### src/rtl/ps2m_pkg.sv
`default_nettype none
package ps2m_pkg;

  typedef enum logic [2:0] {
    OP_CTRL_WR = 3'd0,
    OP_DATA_WR = 3'd1,
    OP_STAT_RD = 3'd2,
    OP_DATA_RD = 3'd3,
    OP_MOVE    = 3'd4,
    OP_TICK    = 3'd5
  } op_e;

  // Host command bytes and device replies.
  localparam logic [7:0] CMD_SCALE1 = 8'he6;
  localparam logic [7:0] CMD_SCALE2 = 8'he7;
  localparam logic [7:0] CMD_RES    = 8'he8;
  localparam logic [7:0] CMD_GETID  = 8'hf2;
  localparam logic [7:0] CMD_RATE   = 8'hf3;
  localparam logic [7:0] CMD_ENABLE = 8'hf4;
  localparam logic [7:0] CMD_RESEND = 8'hfe;
  localparam logic [7:0] CMD_RESET  = 8'hff;
  localparam logic [7:0] RPL_BAT    = 8'haa;
  localparam logic [7:0] RPL_ACK    = 8'hfa;

  localparam logic [7:0] ST_PARITY  = 8'h04;
  localparam logic [7:0] ST_ENABLE  = 8'h08;
  localparam logic [7:0] ST_RXFULL  = 8'h20;
  localparam logic [7:0] ST_TXBUSY  = 8'h40;
  localparam logic [7:0] ST_TXEMPTY = 8'h80;

  localparam logic [1:0] REG_PKT_EN = 2'd0;
  localparam logic [1:0] REG_SWAP   = 2'd1;

  typedef struct packed {
    logic [2:0]  operation;
    logic [7:0]  write_data;
    logic signed [15:0] move_dx;
    logic signed [15:0] move_dy;
    logic [2:0]  button_bits;
  } in_item_t;

  typedef struct packed {
    logic [7:0] read_data;
    logic [7:0] status_byte;
    logic       rx_irq;
    logic       tx_irq;
    logic       bad_command;
  } out_item_t;

endpackage
`default_nettype wire

### src/rtl/ps2m_stream_if.sv
`default_nettype none
interface ps2m_stream_if #(
  parameter type T = logic
);
  logic valid;
  logic ready;
  T     data;
  modport source (output valid, output data, input ready);
  modport sink   (input valid, input data, output ready);
endinterface
`default_nettype wire

### src/rtl/ps2_mouse_device.sv
`default_nettype none
// Emulated PS/2 mouse. Input transactions carry register accesses, movement
// reports and ticks; each yields one result transaction. Reply and packet
// bytes sit in a ring memory with a registered read port; a ring entry that
// has never been written reads as zero. An item that queues bytes writes them
// to the ring one at a time through the single write port: one or two for a
// command reply, three or four for a movement packet. A tick that sends a ring
// byte goes through decode, a registered memory read and the send, in order.
// A new item is taken only when the sequencer is idle, so not before the last
// one is through, and the result register is empty or its transaction leaves
// in the same cycle.
module ps2_mouse_device
  import ps2m_pkg::*;
#(
  parameter int unsigned RING_DEPTH = 256
) (
  input  wire         clk_i,
  input  wire         rst_ni,
  ps2m_stream_if.sink   in_if,
  ps2m_stream_if.source out_if,
  input  wire         psel,
  input  wire         penable,
  input  wire         pwrite,
  input  wire  [2:0]  paddr,
  input  wire  [31:0] pwdata,
  output logic [31:0] prdata,
  output logic        pready
);

  localparam int unsigned AW = $clog2(RING_DEPTH);
  localparam int unsigned CW = $clog2(RING_DEPTH + 1);
  localparam logic [AW-1:0] LAST = AW'(RING_DEPTH - 1);
  localparam logic [CW-1:0] FULL = CW'(RING_DEPTH);

  typedef enum logic [3:0] {
    S_IDLE = 4'b0001,
    S_PUSH = 4'b0010,
    S_READ = 4'b0100,
    S_FIRE = 4'b1000
  } state_e;

  state_e     state_q, state_d;
  logic       pkt_en_q, swap_q;
  logic [7:0] status_q, status_d, data_q, data_d, delay_q, delay_d;
  logic [AW-1:0] rd_ptr_q, rd_ptr_d, wr_ptr_q, wr_ptr_d;
  logic [CW-1:0] count_q, count_d;
  logic [2:0] rphase_q, rphase_d, dtype_q, dtype_d, prevb_q, prevb_d;
  logic [1:0] parg_q, parg_d, detect_q, detect_d;
  logic       stream_q, stream_d, wack_q, wack_d, rxi_q, rxi_d, txi_q, txi_d;
  // Queue of bytes still to be written, and how many.
  logic [7:0] pb_q [4];
  logic [7:0] pb_d [4];
  logic [2:0] pn_q, pn_d;
  logic       bad_q, bad_d;
  logic [7:0] rdat_q, rdat_d;
  logic       ovalid_q, ovalid_d;
  out_item_t  odata_q;
  // The write pointer has wrapped at least once, so every entry is written.
  logic       ring_wrap_q, ring_wrap_d;
  // The pending ring read targets an entry that was never written.
  logic       rd_zero_q, rd_zero_d;

  logic [7:0] ring_mem [RING_DEPTH];
  logic [7:0] ring_rd_q;
  logic       mem_we, mem_re;
  logic [AW-1:0] mem_wa, mem_ra;
  logic [7:0] mem_wd;

  in_item_t it;
  logic     take, done;

  // Configuration port.
  assign pready = 1'b1;
  always_ff @(posedge clk_i or negedge rst_ni) begin
    if (!rst_ni) begin
      pkt_en_q <= 1'b1;
      swap_q   <= 1'b0;
    end else if (psel && penable && pwrite) begin
      if (paddr[2] == REG_PKT_EN[0]) pkt_en_q <= pwdata[0];
      else swap_q <= pwdata[0];
    end
  end
  always_comb begin
    prdata = '0;
    if (paddr[2] == REG_SWAP[0]) prdata[0] = swap_q;
    else prdata[0] = pkt_en_q;
  end

  // Ring memory with one write and one registered read.
  always_ff @(posedge clk_i) begin
    if (mem_we) ring_mem[mem_wa] <= mem_wd;
    if (mem_re) ring_rd_q <= ring_mem[mem_ra];
  end

  assign it = in_if.data;
  assign in_if.ready = (state_q == S_IDLE) && (!ovalid_q || out_if.ready);
  assign take = in_if.valid && in_if.ready;
  assign out_if.valid = ovalid_q;
  assign out_if.data = odata_q;

  // Main sequencer: decode, then push bytes or read the ring and send.
  always_comb begin
    logic signed [16:0] x, y;
    logic [8:0] cx, cy;
    logic [2:0] b;
    logic [7:0] head, sb, fb;
    logic       fire_ring;
    state_d = state_q;
    status_d = status_q; data_d = data_q; delay_d = delay_q;
    rd_ptr_d = rd_ptr_q; wr_ptr_d = wr_ptr_q; count_d = count_q;
    rphase_d = rphase_q; dtype_d = dtype_q; prevb_d = prevb_q;
    parg_d = parg_q; detect_d = detect_q; stream_d = stream_q;
    wack_d = wack_q; rxi_d = rxi_q; txi_d = txi_q;
    pb_d = pb_q; pn_d = pn_q; bad_d = bad_q; rdat_d = rdat_q;
    ring_wrap_d = ring_wrap_q; rd_zero_d = rd_zero_q;
    mem_we = 1'b0; mem_wa = wr_ptr_q; mem_wd = pb_q[0];
    mem_re = 1'b0; mem_ra = rd_ptr_q;
    done = 1'b0; fire_ring = 1'b0;
    x = '0; y = '0; cx = '0; cy = '0; b = '0; head = '0; sb = '0; fb = '0;
    case (state_q)
      S_IDLE: begin
        if (take) begin
          bad_d = 1'b0; rdat_d = '0; pn_d = '0;
          done = 1'b1;
          case (it.operation)
            OP_CTRL_WR: begin
              if (it.write_data[3]) begin
                rphase_d = 3'd1; delay_d = 8'd20; status_d = status_q | ST_ENABLE;
              end else begin
                status_d = status_q & ~ST_ENABLE;
              end
            end
            OP_DATA_WR: begin
              status_d = (status_q & 8'h3f) | ST_TXBUSY;
              txi_d = 1'b0; wack_d = 1'b1;
              if (parg_q == 2'd1 || parg_q == 2'd2) begin
                if (parg_q == 2'd2) begin
                  case (detect_q)
                    2'd1: detect_d = (it.write_data == 8'd100) ? 2'd2 :
                                     (it.write_data == 8'd200) ? 2'd3 : 2'd0;
                    2'd2: begin
                      if (it.write_data == 8'd80) dtype_d = 3'd3;
                      detect_d = 2'd0;
                    end
                    2'd3: begin
                      if (it.write_data == 8'd80) dtype_d = 3'd4;
                      detect_d = 2'd0;
                    end
                    default: if (it.write_data == 8'd200) detect_d = 2'd1;
                  endcase
                end
                pb_d[0] = RPL_ACK; pn_d = 3'd1; parg_d = 2'd0; delay_d = 8'd20;
              end else begin
                case (it.write_data)
                  CMD_RESET: begin
                    rphase_d = 3'd2; stream_d = 1'b0; delay_d = 8'd20;
                  end
                  CMD_RESEND: delay_d = 8'd150;
                  CMD_ENABLE: begin
                    pb_d[0] = RPL_ACK; pn_d = 3'd1; stream_d = 1'b1; delay_d = 8'd20;
                  end
                  CMD_RATE: begin
                    parg_d = 2'd2; pb_d[0] = RPL_ACK; pn_d = 3'd1; delay_d = 8'd20;
                  end
                  CMD_GETID: begin
                    pb_d[0] = RPL_ACK; pb_d[1] = {5'd0, dtype_q}; pn_d = 3'd2;
                    delay_d = 8'd20;
                  end
                  CMD_RES: begin
                    parg_d = 2'd1; pb_d[0] = RPL_ACK; pn_d = 3'd1; delay_d = 8'd20;
                  end
                  CMD_SCALE1, CMD_SCALE2: begin
                    pb_d[0] = RPL_ACK; pn_d = 3'd1; delay_d = 8'd20;
                  end
                  default: bad_d = 1'b1;
                endcase
              end
            end
            OP_STAT_RD: rdat_d = status_q;
            OP_DATA_RD: begin
              rdat_d = data_q;
              status_d = status_q & ~ST_RXFULL;
              rxi_d = 1'b0;
              if (count_q != '0) delay_d = 8'd20;
              data_d = '0;
            end
            OP_MOVE: begin
              if (pkt_en_q && stream_q &&
                  !(it.move_dx == 16'sd0 && it.move_dy == 16'sd0 &&
                    it.button_bits == prevb_q)) begin
                prevb_d = it.button_bits;
                x = 17'(it.move_dx);
                y = -17'(it.move_dy);
                cx = (x < -17'sd256) ? 9'h100 : (x > 17'sd255) ? 9'h0ff : x[8:0];
                cy = (y < -17'sd256) ? 9'h100 : (y > 17'sd255) ? 9'h0ff : y[8:0];
                b = it.button_bits;
                if (swap_q) b = {b[1], b[2], b[0]};
                head = {2'b00, cy[8], cx[8], 1'b1, b};
                pb_d[0] = head; pb_d[1] = cx[7:0]; pb_d[2] = cy[7:0]; pb_d[3] = '0;
                pn_d = (dtype_q == 3'd3 || dtype_q == 3'd4) ? 3'd4 : 3'd3;
                delay_d = 8'd20;
              end
            end
            OP_TICK: begin
              if (delay_q != '0) begin
                delay_d = delay_q - 8'd1;
                if (delay_q == 8'd1) begin
                  status_d = (status_q & 8'h3f) | ST_TXEMPTY;
                  if (wack_q) begin
                    txi_d = 1'b1; wack_d = 1'b0;
                  end
                  case (rphase_q)
                    3'd1: begin
                      txi_d = 1'b1; rphase_d = 3'd3; delay_d = 8'd20;
                    end
                    3'd2: begin
                      rphase_d = 3'd3; sb = RPL_ACK; delay_d = 8'd40;
                    end
                    3'd3: begin
                      delay_d = 8'd20; sb = RPL_BAT; rphase_d = 3'd4;
                    end
                    3'd4: begin
                      rphase_d = 3'd0; sb = 8'h00; delay_d = 8'd0;
                    end
                    default: fire_ring = 1'b1;
                  endcase
                  if (rphase_q >= 3'd2 && rphase_q <= 3'd4) begin
                    data_d = sb; rxi_d = 1'b1;
                    status_d = status_d | ST_RXFULL;
                    if (^sb) status_d = status_d & ~ST_PARITY;
                    else status_d = status_d | ST_PARITY;
                  end
                end
              end
            end
            default: ;
          endcase
          if (fire_ring) begin
            done = 1'b0; mem_re = 1'b1;
            if (count_q == '0) begin
              mem_ra = (rd_ptr_q == '0) ? LAST : rd_ptr_q - AW'(1);
              // Before the first wrap, the last entry (read when the pointer is zero) is unwritten.
              rd_zero_d = (rd_ptr_q == '0) && !ring_wrap_q;
            end else begin
              rd_ptr_d = (rd_ptr_q == LAST) ? '0 : rd_ptr_q + AW'(1);
              count_d = count_q - CW'(1);
              rd_zero_d = 1'b0;
            end
            state_d = S_READ;
          end else if (pn_d != '0) begin
            done = 1'b0; state_d = S_PUSH;
          end
        end
      end
      S_PUSH: begin
        if (count_q != FULL) begin
          mem_we = 1'b1;
          wr_ptr_d = (wr_ptr_q == LAST) ? '0 : wr_ptr_q + AW'(1);
          count_d = count_q + CW'(1);
          if (wr_ptr_q == LAST) ring_wrap_d = 1'b1;
        end
        pb_d[0] = pb_q[1]; pb_d[1] = pb_q[2]; pb_d[2] = pb_q[3];
        pn_d = pn_q - 3'd1;
        if (pn_q == 3'd1) begin
          done = 1'b1; state_d = S_IDLE;
        end
      end
      S_READ: state_d = S_FIRE;
      S_FIRE: begin
        fb = rd_zero_q ? 8'h00 : ring_rd_q;
        data_d = fb; rxi_d = 1'b1;
        status_d = status_q | ST_RXFULL;
        if (^fb) status_d = status_d & ~ST_PARITY;
        else status_d = status_d | ST_PARITY;
        done = 1'b1; state_d = S_IDLE;
      end
      default: state_d = S_IDLE;
    endcase
  end

  // Result register, written when an item completes.
  always_comb begin
    ovalid_d = ovalid_q;
    if (out_if.ready) ovalid_d = 1'b0;
    if (done) ovalid_d = 1'b1;
  end

  always_ff @(posedge clk_i) begin
    pb_q <= pb_d;
    rdat_q <= rdat_d;
    if (done) begin
      odata_q.read_data   <= rdat_d;
      odata_q.status_byte <= status_d;
      odata_q.rx_irq      <= rxi_d;
      odata_q.tx_irq      <= txi_d;
      odata_q.bad_command <= bad_d;
    end
  end

  always_ff @(posedge clk_i or negedge rst_ni) begin
    if (!rst_ni) begin
      state_q <= S_IDLE;
      status_q <= '0; data_q <= '0; delay_q <= '0;
      rd_ptr_q <= '0; wr_ptr_q <= '0; count_q <= '0;
      rphase_q <= '0; dtype_q <= '0; prevb_q <= '0;
      parg_q <= '0; detect_q <= '0; stream_q <= 1'b0;
      wack_q <= 1'b0; rxi_q <= 1'b0; txi_q <= 1'b0;
      pn_q <= '0; bad_q <= 1'b0; ovalid_q <= 1'b0;
      ring_wrap_q <= 1'b0; rd_zero_q <= 1'b0;
    end else begin
      state_q <= state_d;
      status_q <= status_d; data_q <= data_d; delay_q <= delay_d;
      rd_ptr_q <= rd_ptr_d; wr_ptr_q <= wr_ptr_d; count_q <= count_d;
      rphase_q <= rphase_d; dtype_q <= dtype_d; prevb_q <= prevb_d;
      parg_q <= parg_d; detect_q <= detect_d; stream_q <= stream_d;
      wack_q <= wack_d; rxi_q <= rxi_d; txi_q <= txi_d;
      pn_q <= pn_d; bad_q <= bad_d; ovalid_q <= ovalid_d;
      ring_wrap_q <= ring_wrap_d; rd_zero_q <= rd_zero_d;
    end
  end

  // The fill count never exceeds the ring depth.
  a_count: assert property (@(posedge clk_i) disable iff (!rst_ni) count_q <= FULL)
    else $error("ring count overflow");
  // The push state always has between one and four bytes queued.
  a_push_len: assert property (@(posedge clk_i) disable iff (!rst_ni)
    state_q == S_PUSH |-> pn_q != '0 && pn_q <= 3'd4)
    else $error("push with empty queue");
  // A ring read is always followed by its send.
  a_read: assert property (@(posedge clk_i) disable iff (!rst_ni)
    state_q == S_READ |=> state_q == S_FIRE)
    else $error("read not followed by send");

endmodule
`default_nettype wire
### src/flat_wrapper.sv
// flat-port wrapper written by rule: the top's interface ports become plain ports
module ps2_mouse_device_flat import ps2m_pkg::*;
#(
  parameter int unsigned RING_DEPTH = 256
)
  (clk_i, rst_ni, psel, penable, pwrite, paddr, pwdata, prdata, pready, in_if_valid, in_if_data, in_if_ready, out_if_valid, out_if_data, out_if_ready);
  ps2m_stream_if in_if_i ();
  ps2m_stream_if out_if_i ();
  input  wire clk_i;
  input  wire rst_ni;
  input  wire psel;
  input  wire penable;
  input  wire pwrite;
  input  wire  [2:0] paddr;
  input  wire  [31:0] pwdata;
  output logic [31:0] prdata;
  output logic pready;
  input wire logic [$bits(in_if_i.valid)-1:0] in_if_valid;
  input wire logic [$bits(in_if_i.data)-1:0] in_if_data;
  output wire logic [$bits(in_if_i.ready)-1:0] in_if_ready;
  output wire logic [$bits(out_if_i.valid)-1:0] out_if_valid;
  output wire logic [$bits(out_if_i.data)-1:0] out_if_data;
  input wire logic [$bits(out_if_i.ready)-1:0] out_if_ready;
  assign in_if_i.valid = in_if_valid;
  assign in_if_i.data = in_if_data;
  assign in_if_ready = in_if_i.ready;
  assign out_if_valid = out_if_i.valid;
  assign out_if_data = out_if_i.data;
  assign out_if_i.ready = out_if_ready;
  ps2_mouse_device #(.RING_DEPTH(RING_DEPTH)) u_core (.clk_i(clk_i), .rst_ni(rst_ni), .in_if(in_if_i), .out_if(out_if_i), .psel(psel), .penable(penable), .pwrite(pwrite), .paddr(paddr), .pwdata(pwdata), .prdata(prdata), .pready(pready));
endmodule
### config.mk
export PLATFORM = sky130hd
export DESIGN_NAME = ps2_mouse_device_flat
export DESIGN_NICKNAME = d
export VERILOG_FILES = /design/src/rtl/ps2m_pkg.sv /design/src/rtl/ps2m_stream_if.sv /design/src/rtl/ps2_mouse_device.sv /design/src/flat_wrapper.sv
export SDC_FILE = /design/constraint.sdc
export NUM_CORES = 1
export LEC_CHECK = 0
export BUFFER_PORTS_ARGS = -buffer_cell sky130_fd_sc_hd__buf_2
export CORE_MARGIN = 5
export CORE_UTILIZATION = 35
export DETAILED_ROUTE_END_ITERATION = 12
export PLACE_DENSITY = 0.8
export SLEW_MARGIN = 20
export SYNTH_ARGS = -nofsm -noshare
export SYNTH_HDL_FRONTEND = slang
export SYNTH_SLANG_ARGS = --single-unit
export TNS_END_PERCENT = 20
### constraint.sdc
create_clock -name clk_i -period 1.97 [get_ports clk_i]
set_input_delay 0.0985 -clock clk_i [delete_from_list [all_inputs] [get_ports clk_i]]
set_output_delay 0.0985 -clock clk_i [all_outputs]
set_load 0.05 [all_outputs]
# Word-level counts from Yosys, hierarchy flattened
# Cells that the tools add are included.
# word_totals
regBits	12
input_bits	43
elab_cells	51
# classes
addsub	1
eq_ne	8
muxes	21
bitwise	1
n_reduce_logical	13
# ops
op	n
2-to-1 mux 4 bit	4
one-hot mux 4 bit (3 select lines)	1
2-to-1 mux 1 bit	11
2-to-1 mux 3 bit	3
one-hot mux 3 bit (2 select lines)	1
AND reduction 2 bit	3
== test 4 x 1 -> 1 bit (second input constant)	1
== test 4 x 2 -> 1 bit (second input constant)	1
== test 4 x 3 -> 1 bit (second input constant)	1
== test 4 bit (second input constant)	1
logical AND 1 bit	4
!= test 2 x 1 -> 1 bit (second input constant)	2
nonzero test 2 bit	2
== test 3 x 1 -> 1 bit (second input constant)	1
!= test 3 bit (second input constant)	1
one-hot mux 1 bit (3 select lines)	1
AND reduction 3 bit	1
nonzero test 3 bit	1
subtractor 3 x 1 -> 3 bit (second input constant)	1
zero test 1 bit	1
logical OR 1 bit	1
NOT 1 bit	1

# Logic depth before layout (Yosys ltp)
# Gate-level depths: netlist of run 1.
# depth
ltp_word	12
ltp_mapped	5
ltp_nobuf	5

# Least setup slack after synthesis of run 1
# Ideal clock, no wire load.
# synth_timing
path_type	reg-to-reg
startpoint	register u_core.state_q[0]
endpoint	register u_core.odata_q (netlist bit u_core.out_if.data), enable pin
arrival_ns	1.133
slack_ns	0.548
stages_incl_launch_ff	5
cell_sequence	dfstp_2 ha_1 nand3_4 a21o_2 inv_1
# synth_between
elab_chain_cells	5
word_cells_on_any_way	7
classes_between	3 x eq/ne; 2 x mux; 2 x reduce/logical
# synth_lines
item	line_no	text
from (decl)	ps2_mouse_device.sv:42	state_e state_q, state_d;
from (signal assigned)	ps2_mouse_device.sv:311	state_q <= state_d;
== test 4 x 1 -> 1 bit	ps2_mouse_device.sv:96, ps2_mouse_device.sv:120	
logical AND 1 bit	ps2_mouse_device.sv:96	assign in_if.ready = (state_q == S_IDLE) && (!ovalid_q || out_if.ready);
logical AND 1 bit	ps2_mouse_device.sv:97	assign take = in_if.valid && in_if.ready;
2-to-1 mux 1 bit	ps2_mouse_device.sv:122	if (take) begin
one-hot mux 1 bit (3 select lines) *	ps2_mouse_device.sv:120	case (state_q)
named net u_core.done	ps2_mouse_device.sv:70	logic take, done;
to (decl)	ps2_mouse_device.sv:57	out_item_t odata_q;
# The timed path passes the listed nets; every way through them passes the cells marked *.
# A chain may end at the register's enable or synchronous reset.

# Final worst setup path of run 1
# layout_timing
startpoint	register u_core.state_q[0]
endpoint	output in_if_ready
# layout_between
elab_chain_cells	2
# layout_lines
item	line_no	text
== test 4 x 1 -> 1 bit	ps2_mouse_device.sv:96	
logical AND 1 bit	ps2_mouse_device.sv:96	
to (decl)	flat_wrapper.sv:20	output wire logic [$bits(in_if_i.ready)-1:0] in_if_ready;
# Every way passes these cells.

==> key figures, run 1 <==
Yosys
  – Cell taking the most area after synthesis: buf_4
  – Number of enable-type register cells in the synthesized netlist: 1
  – Seq cells post-synth: 10
  – Number of distinct library cell variants in the gate-level netlist after synthesis: 23
  – Most common flop cell mapped by yosys: dfrtp_1
  – Top post-synthesis cells by count: 32 x buf_4, 7 x dfrtp_1, 5 x inv_1
  – Cells taking the most area after synthesis: buf_4 31%, dfrtp_1 23%, dfstp_2 6.8%
  – Fraction of registers with async set or reset after synthesis: 90.00%
  – Yosys top cell area share: 31.07%
  – Avg Cell Area, Syn: 9.546 um^2
  – Cells after Synth: 81
  – Summed instance area of the synthesized netlist: 773.2 um^2
  – Sequential area share after synthesis: 33.33%
  – Synth warn: 0
  – Cell with the most instances after synthesis: buf_4

Worst hold path
  – Class of the worst hold path: in -> reg

Floorplanning
  – Total I/O pin count: 79
  – Effective utilization at floorplan: 35.64%
  – Die outline height: 57 um
  – Total Die Area: 0.003249 mm^2
  – Die width: 57 um
  – Placeable core area: 0.002170 mm^2
  – Site Rows: 17

Final layout
  – Synth-to-layout area growth: 1.780%
  – Antenna diode count: 0
  – Filler cells: 209
  – Area taken by multi-input logic gates: 369.1 um^2
  – Non-Filler Instances: 124
  – Net total in the final layout: 144
  – Final design utilization: 36.27%
  – Share of post-route cells with drive strength above 1: 28.13%
  – Post-layout instance area: 787.0 um^2
  – Seq. cell area: 257.7 um^2

Worst setup path
  – Endpoint type of the worst setup path: primary output
  – Largest driver fanout on the critical path: 6
  – Required time reported for the critical path endpoint: 1870 ps
  – Critical path type: reg -> out
  – Critical path launch point type: flop
  – Arrival time at the worst endpoint: 1570 ps

STA
  – Maximum clock frequency: 600.2 MHz
  – RSZ-0062 raised after global routing: no
  – Final critical delay including setup and external delays: 1666 ps
  – Total of endpoints with negative setup slack in the final report: 0
  – Final setup TNS: 0 ps
  – Final critical-path share of the clock period: 84.57%
  – Final slew viol count: 0
  – Post-Route Skew: 7.373 ps
  – Final Hold Violating Endpoints: 0

Place
  – Number of placed instances, taps included: 119
  – GP Congestion: 0.7904
  – Hpwl dp: 964.3 um
  – Placed cell area: 740.7 um^2
  – Port bufs: 12

Drt
  – Met3 Wirelength: 201 um
  – Met1 layer wirelength in the final routing: 399 um
  – Routed len/inst: 9.387 um
  – DR top layer: met4
  – Vias/cell: 4.000
  – Number of nets with antenna violations after routing: 0
  – Via count: 496
  – Post-detailed-route DRC marker count: 0
  – Routed length on met2: 540 um
  – Detailed-route wire length: 1.164 mm
  – Count of routing violations after the opening detailed-route iteration: 12
  – Detailed Routing Iterations Pass 1: 4

CTS
  – Buffer cell driving the clock tree root: clkbuf_4
  – Clock tree from TritonCTS: built
  – Source-to-sink clock delay at the later pin of the worst-skew pair: 270 ps
  – CTS sink count: 10
  – Number of buffers added by the clock tree synthesis step: 3
  – Setup Buffers After CTS: 0
  – Clock slew seen by the registers of the worst setup and hold paths: 70 ps
  – Buffers from clock root to sink, at most: 2
  – Count of instances resized after the clock tree is built: 0
  – CTS H-tree depth: 1

Pwr
  – Psw: 269.6 uW
  – Combinational power share: 34.8%
  – Switching power as a share of total power: 42.41%
  – P_leak: 0.0004156 uW
  – P_int: 366.1 uW
  – Max IR drop VDD: 299.5 uV
  – Share of total power in the clock network: 29.3%
  – PwrDens: 807.6 mW/mm^2
  – Seq pwr share: 35.9%

Flow run
  – Max-capacitance violation count: 0

GRT
  – All-layer global routing usage: 6.869%
  – Number of antenna violations at the first check in global routing: 0
  – Total congestion overflow: 0
  – Vias in the first global route: 434
  – First-pass GRT wire length: 1.697 mm
  – Largest net degree at the start of global routing: 10

Status
  – Status: complete, no violations
cells in the final DEF, fill, tap and decap left out:
cell           count
a211o_1            1
a21bo_1            1
a21o_2             1
a21oi_1            1
and2_2             2
buf_2             12
clkbuf_4           3
clkbuf_8           1
conb_1            32
dfrtp_1            7
dfstp_2            2
dlygate4sd3_1      1
edfxtp_1           1
ha_1               4
inv_1              5
mux2_2             3
nand2_1            3
nand2b_1           3
nand3_1            4
nand3_4            1
nand3b_1           1
nand4_1            1
nor2_1             2
o211ai_2           1
o21ai_1            2
or2_2              1
metrics by stage:
step / setup slack [ps] / hold WS (ps) / total power (uW)
after global placement: 467.2 / -46.21 / 448.3
after floorplan: 548.1 / -197.1 / 475.1
after detailed placement: 429.7 / -38.09 / 451.4
final: 304.0 / 69.80 / 635.6
after CTS: 305.3 / 68.64 / 639.4
after global routing: 252.8 / 81.80 / 657.4
critical path, stage by stage (launching register included):
cell and delay [ps]:
dfstp_2 540, ha_1 320, and2_2 190, buf_2 250
path summary, 6_finish.rpt:
kind,start,slack [ps],cells past startpoint,end
min reg2reg,u_core.bad_q$_DFF_PN0_,490,1,u_core.bad_q$_DFF_PN0_
min,pwdata[0],70,2,u_core.swap_q$_DFFE_PN0P_
max,u_core.state_q[0]$_DFFE_PN1P_,300,3,in_if_ready
min in group asynchronous,rst_ni,200,2,u_core.pn_q[2]$_DFFE_PN0P_
max reg2reg,u_core.state_q[0]$_DFFE_PN1P_,410,4,u_core.out_if.data$_DFFE_PP_
max in group asynchronous,rst_ni,1520,2,u_core.state_q[0]$_DFFE_PN1P_
state kept, by name (all words and copies together) (netlist names):
name / flops
u_core.state_q: 2
u_core.pkt_en_q: 1
u_core.bad_q: 1
u_core.swap_q: 1
u_core.out_if.data: 1
u_core.out_if.valid: 1
u_core.pn_q: 3
routing by layer:
metal,track usage [%],up-vias
met5,0,-
met4,4.967,0
met3,3.620,4
met2,12.40,34
met1,5.556,229
li1,-,229
power groups by stage:
| stage | Combinational, uW | Clock, uW | Sequential (uW) |
|---|---|---|---|
| after global placement | 217 | 0 | 231 |
| final | 221 | 186 | 228 |
| after detailed placement | 219 | 0 | 232 |
| after global routing | 231 | 198 | 229 |
| after CTS | 221 | 190 | 228 |
| after floorplan | 233 | 0 | 242 |
kinds of logic after synthesis:
kind of cell	count (synthesis)	share of synthesized area, %
flip-flops	10	33.33
adder cells (fa/ha/maj)	4	6.473
other	2	0.9712
AND/OR/NAND/NOR	18	14.24
buffers and inverters	37	33.50
multiplexers	3	4.369
AO/OA/AOI/OAI	7	7.119
area by class of cell:
type	count	area share (%)
flip-flops and latches	10	32.75
well taps	28	4.452
clock buffers	4	4.610
multi-input cells	64	46.90
inverters	5	2.385
repair buffers	13	8.903
timing repair:
item,in CTS,in global routing
setup endpoints to repair,0,0
hold endpoints to repair,9,0
hold buffers,1,0
(Power assumes the default switching activity.)
==> run 2: changes to the inputs <==
clock period = 1.55 ns   (was 1.97 ns; I/O delays follow)
==> run 2 against run 1 <==
- sequential cell count is the same
- wire length decreased by 1.3%
- critical path type unchanged
- via count down 2.2%
- clock skew shrank 7.1 ps
- utilization is 0.92 points higher
- register-to-register slack worse by 280 ps
- largest cell class unchanged
- cell count grew 0.81%
- hold slack got worse by 1.3 ps
- final area up 2.5%
- critical endpoint unchanged
- first-iteration DRC count is 58% lower
==> key figures, run 2 (synthesis gave the netlist of run 1 again) <==
GRT
  – Vias in the first global route: 384 (-12%)
  – All-layer global routing usage: 6.826% (-0.044 points)
  – First-pass GRT wire length: 1.635 mm (-3.7%)
  – Number of antenna violations at the first check in global routing: 0 (unchanged)
  – Total congestion overflow: 0 (unchanged)
  – Largest net degree at the start of global routing: 10 (unchanged)

CTS
  – Source-to-sink clock delay at the later pin of the worst-skew pair: 260 ps (about the same)
  – Buffer cell driving the clock tree root: clkbuf_4
  – Clock tree from TritonCTS: built
  – Buffers from clock root to sink, at most: 2 (unchanged)
  – Clock slew seen by the registers of the worst setup and hold paths: 60 ps (about the same)
  – CTS sink count: 10 (unchanged)
  – Number of buffers added by the clock tree synthesis step: 3 (unchanged)
  – Setup Buffers After CTS: 0 (unchanged)
  – CTS H-tree depth: 1 (unchanged)

Place
  – Port bufs: 12 (unchanged)
  – GP Congestion: 0.7736 (-2.1%)
  – Hpwl dp: 935.4 um (-3.0%)

STA
  – Final setup TNS: 0 ps (unchanged)
  – Maximum clock frequency: 675.8 MHz
  – Final Hold Violating Endpoints: 0 (unchanged)
  – Final slew viol count: 0 (unchanged)
  – Final critical delay including setup and external delays: 1480 ps
  – Worst slack on hold paths: 68.50 ps (-1.304 ps)
  – RSZ-0062 raised after global routing: no
  – Total of endpoints with negative setup slack in the final report: 0 (unchanged)
  – Final critical-path share of the clock period: 95.47%
  – Post-Route Skew: 0.2851 ps (-7.088 ps)

Worst hold path
  – Launch point of the worst hold path: pwdata[0]
  – Class of the worst hold path: in -> reg
  – Endpoint of the worst hold-timing path: u_core.pkt_en_q$_DFFE_PN1P_
  – Hold Path Cell Cnt: 2 (unchanged)

Floorplanning
  – Total Die Area: 0.003249 mm^2 (unchanged)
  – Effective utilization at floorplan: 35.64% (unchanged)
  – Die width: 57 um (unchanged)
  – Total I/O pin count: 79 (unchanged)
  – Site Rows: 17 (unchanged)
  – Placeable core area: 0.002170 mm^2 (unchanged)
  – Die outline height: 57 um (unchanged)

Drt
  – Detailed-route wire length: 1.149 mm (-1.3%)
  – Routed len/inst: 9.192 um (-2.1%)
  – Via count: 485 (-2.2%)
  – Detailed Routing Iterations Pass 1: 3 (-1)
  – Number of nets with antenna violations after routing: 0 (unchanged)
  – Vias/cell: 3.880 (-3.0%)
  – Count of routing violations after the opening detailed-route iteration: 5 (-7)
  – Post-detailed-route DRC marker count: 0 (unchanged)

Pwr
  – Psw: 337.9 uW (+25%)
  – Switching power as a share of total power: 44.20% (+1.8 points)
  – P_leak: 0.0004194 uW (+0.92%)
  – PwrDens: 947.2 mW/mm^2 (+17%)
  – Share of total power in the clock network: 24.4% (-4.9 points)
  – Combinational power share: 37.6% (+2.8 points)
  – Seq pwr share: 38.0% (+2.1 points)
  – P_int: 426.5 uW (+17%)
  – Max IR drop VDD: 404.2 uV (+35%)

Final layout
  – Net total in the final layout: 145 (+0.69%)
  – Seq. cell area: 257.7 um^2 (unchanged)
  – Most used cells in the layout excluding fill and tap cells: 32 x conb_1, 11 x buf_2, 7 x dfrtp_1
  – Most common library cell in the layout ignoring fill and taps: conb_1
  – Synth-to-layout area growth: 4.369%
  – Filler cells: 220 (+5.3%)
  – Antenna diode count: 0 (unchanged)
  – Area taken by multi-input logic gates: 381.6 um^2 (+3.4%)
  – Register ranked first by flip-flop count: u_core.pn_q
  – Registers with the most flip-flops: u_core.pn_q (3), u_core.state_q (2)
  – Flip-flop count of the largest register, all copies and words added: 3 (unchanged)
  – Share of post-route cells with drive strength above 1: 28.87% (+0.74 points)

Worst setup path
  – Crit path cell chain: ha_4, buf_4, and2_2, buf_8
  – Library cell contributing the largest single delay on the critical path: dfstp_2
  – Largest incremental delay on the critical path: 560 ps (+20 ps)
  – Worst reg2reg startpoint: u_core.state_q[0]$_DFFE_PN1P_
  – Largest driver fanout on the critical path: 5 (-1)
  – Worst Reg-to-Reg Cells: 4 (unchanged)
  – Arrival time at the worst endpoint: 1400 ps (-170 ps)
  – Required time reported for the critical path endpoint: 1470 ps (-400 ps)
  – Reg-to-reg critical path endpoint: u_core.out_if.data$_DFFE_PP_
  – Worst setup slack for register-to-register paths: 130 ps (-280 ps)
  – Endpoint type of the worst setup path: primary output
  – Critical path type: reg -> out
  – Critical path launch point type: flop

Status
  – Status: complete, no violations

Flow run
  – Max-capacitance violation count: 0 (unchanged)
## run 2: critical path, delay by kind of cell, from the launching register on
kind          cells  cell delay (ps)
fa+ha+maj         1              150
flops             1              560
simple gates      1              150
buf+inv           2              270
## run 2: final cells by class
| type | count | area share [%] |
|---|---|---|
| multi-input cells | 64 | 47.29 |
| well taps | 28 | 4.341 |
| inverters | 5 | 2.326 |
| clock buffers | 4 | 3.256 |
| flip-flops and latches | 10 | 31.94 |
| repair buffers | 14 | 10.85 |
## run 2: power groups by stage
stage	logic (uW)	registers [uW]	clock network, uW
final	287	291	187
after global routing	300	292	208
after CTS	284	291	199
after detailed placement	279	296	0
after global placement	276	294	0
after floorplan	296	308	0
## run 2: worst max path at each step
stage | slack [ps] | cells past startpoint | end | start
after global placement | 150 | 4 | u_core.out_if.data$_DFFE_PP_ | u_core.state_q[0]$_DFFE_PN1P_
final | 70 | 4 | in_if_ready | u_core.state_q[0]$_DFFE_PN1P_
after detailed placement | 140 | 4 | u_core.out_if.data$_DFFE_PP_ | u_core.state_q[0]$_DFFE_PN1P_
after CTS | 10 | 4 | in_if_ready | u_core.state_q[0]$_DFFE_PN1P_
after floorplan | 130 | 4 | u_core.out_if.data$_DFFE_PP_ | u_core.state_q[0]$_DFFE_PN1P_
after global routing | 20 | 4 | in_if_ready | u_core.state_q[0]$_DFFE_PN1P_
## run 2: per-stage QoR
step | cells | utilization [%] | setup WS, ps | cell area (um^2) | total power (uW)
5_1_grt | 125 | 37.20 | 17.38 | 807.0 | 799.8
6_report | 125 | 37.20 | 70.20 | 807.0 | 764.4
2_1_floorplan | 111 | - | 128.1 | 885.9 | 603.8
4_1_cts | 125 | 36.56 | 12.19 | 793.3 | 773.6
3_3_place_gp | 120 | 34.49 | 146.1 | 748.2 | 570.5
3_5_place_dp | 120 | 34.49 | 139.6 | 748.2 | 574.5
## run 2: layer usage
metal / GRT usage, % / vias up / share of wire [%]
met2: 9.788 / 35 / 45
met5: 0 / - / 0
met1: 7.510 / 216 / 34
met4: 6.954 / 0 / 3.7
met3: 2.489 / 5 / 17
li1: - / 229 / -
## run 2: repair_timing
action,CTS,global route
hold buffers,1,0
hold endpoints to repair,9,0
endpoints found under the setup margin,1,1
gates resized for setup,3,2
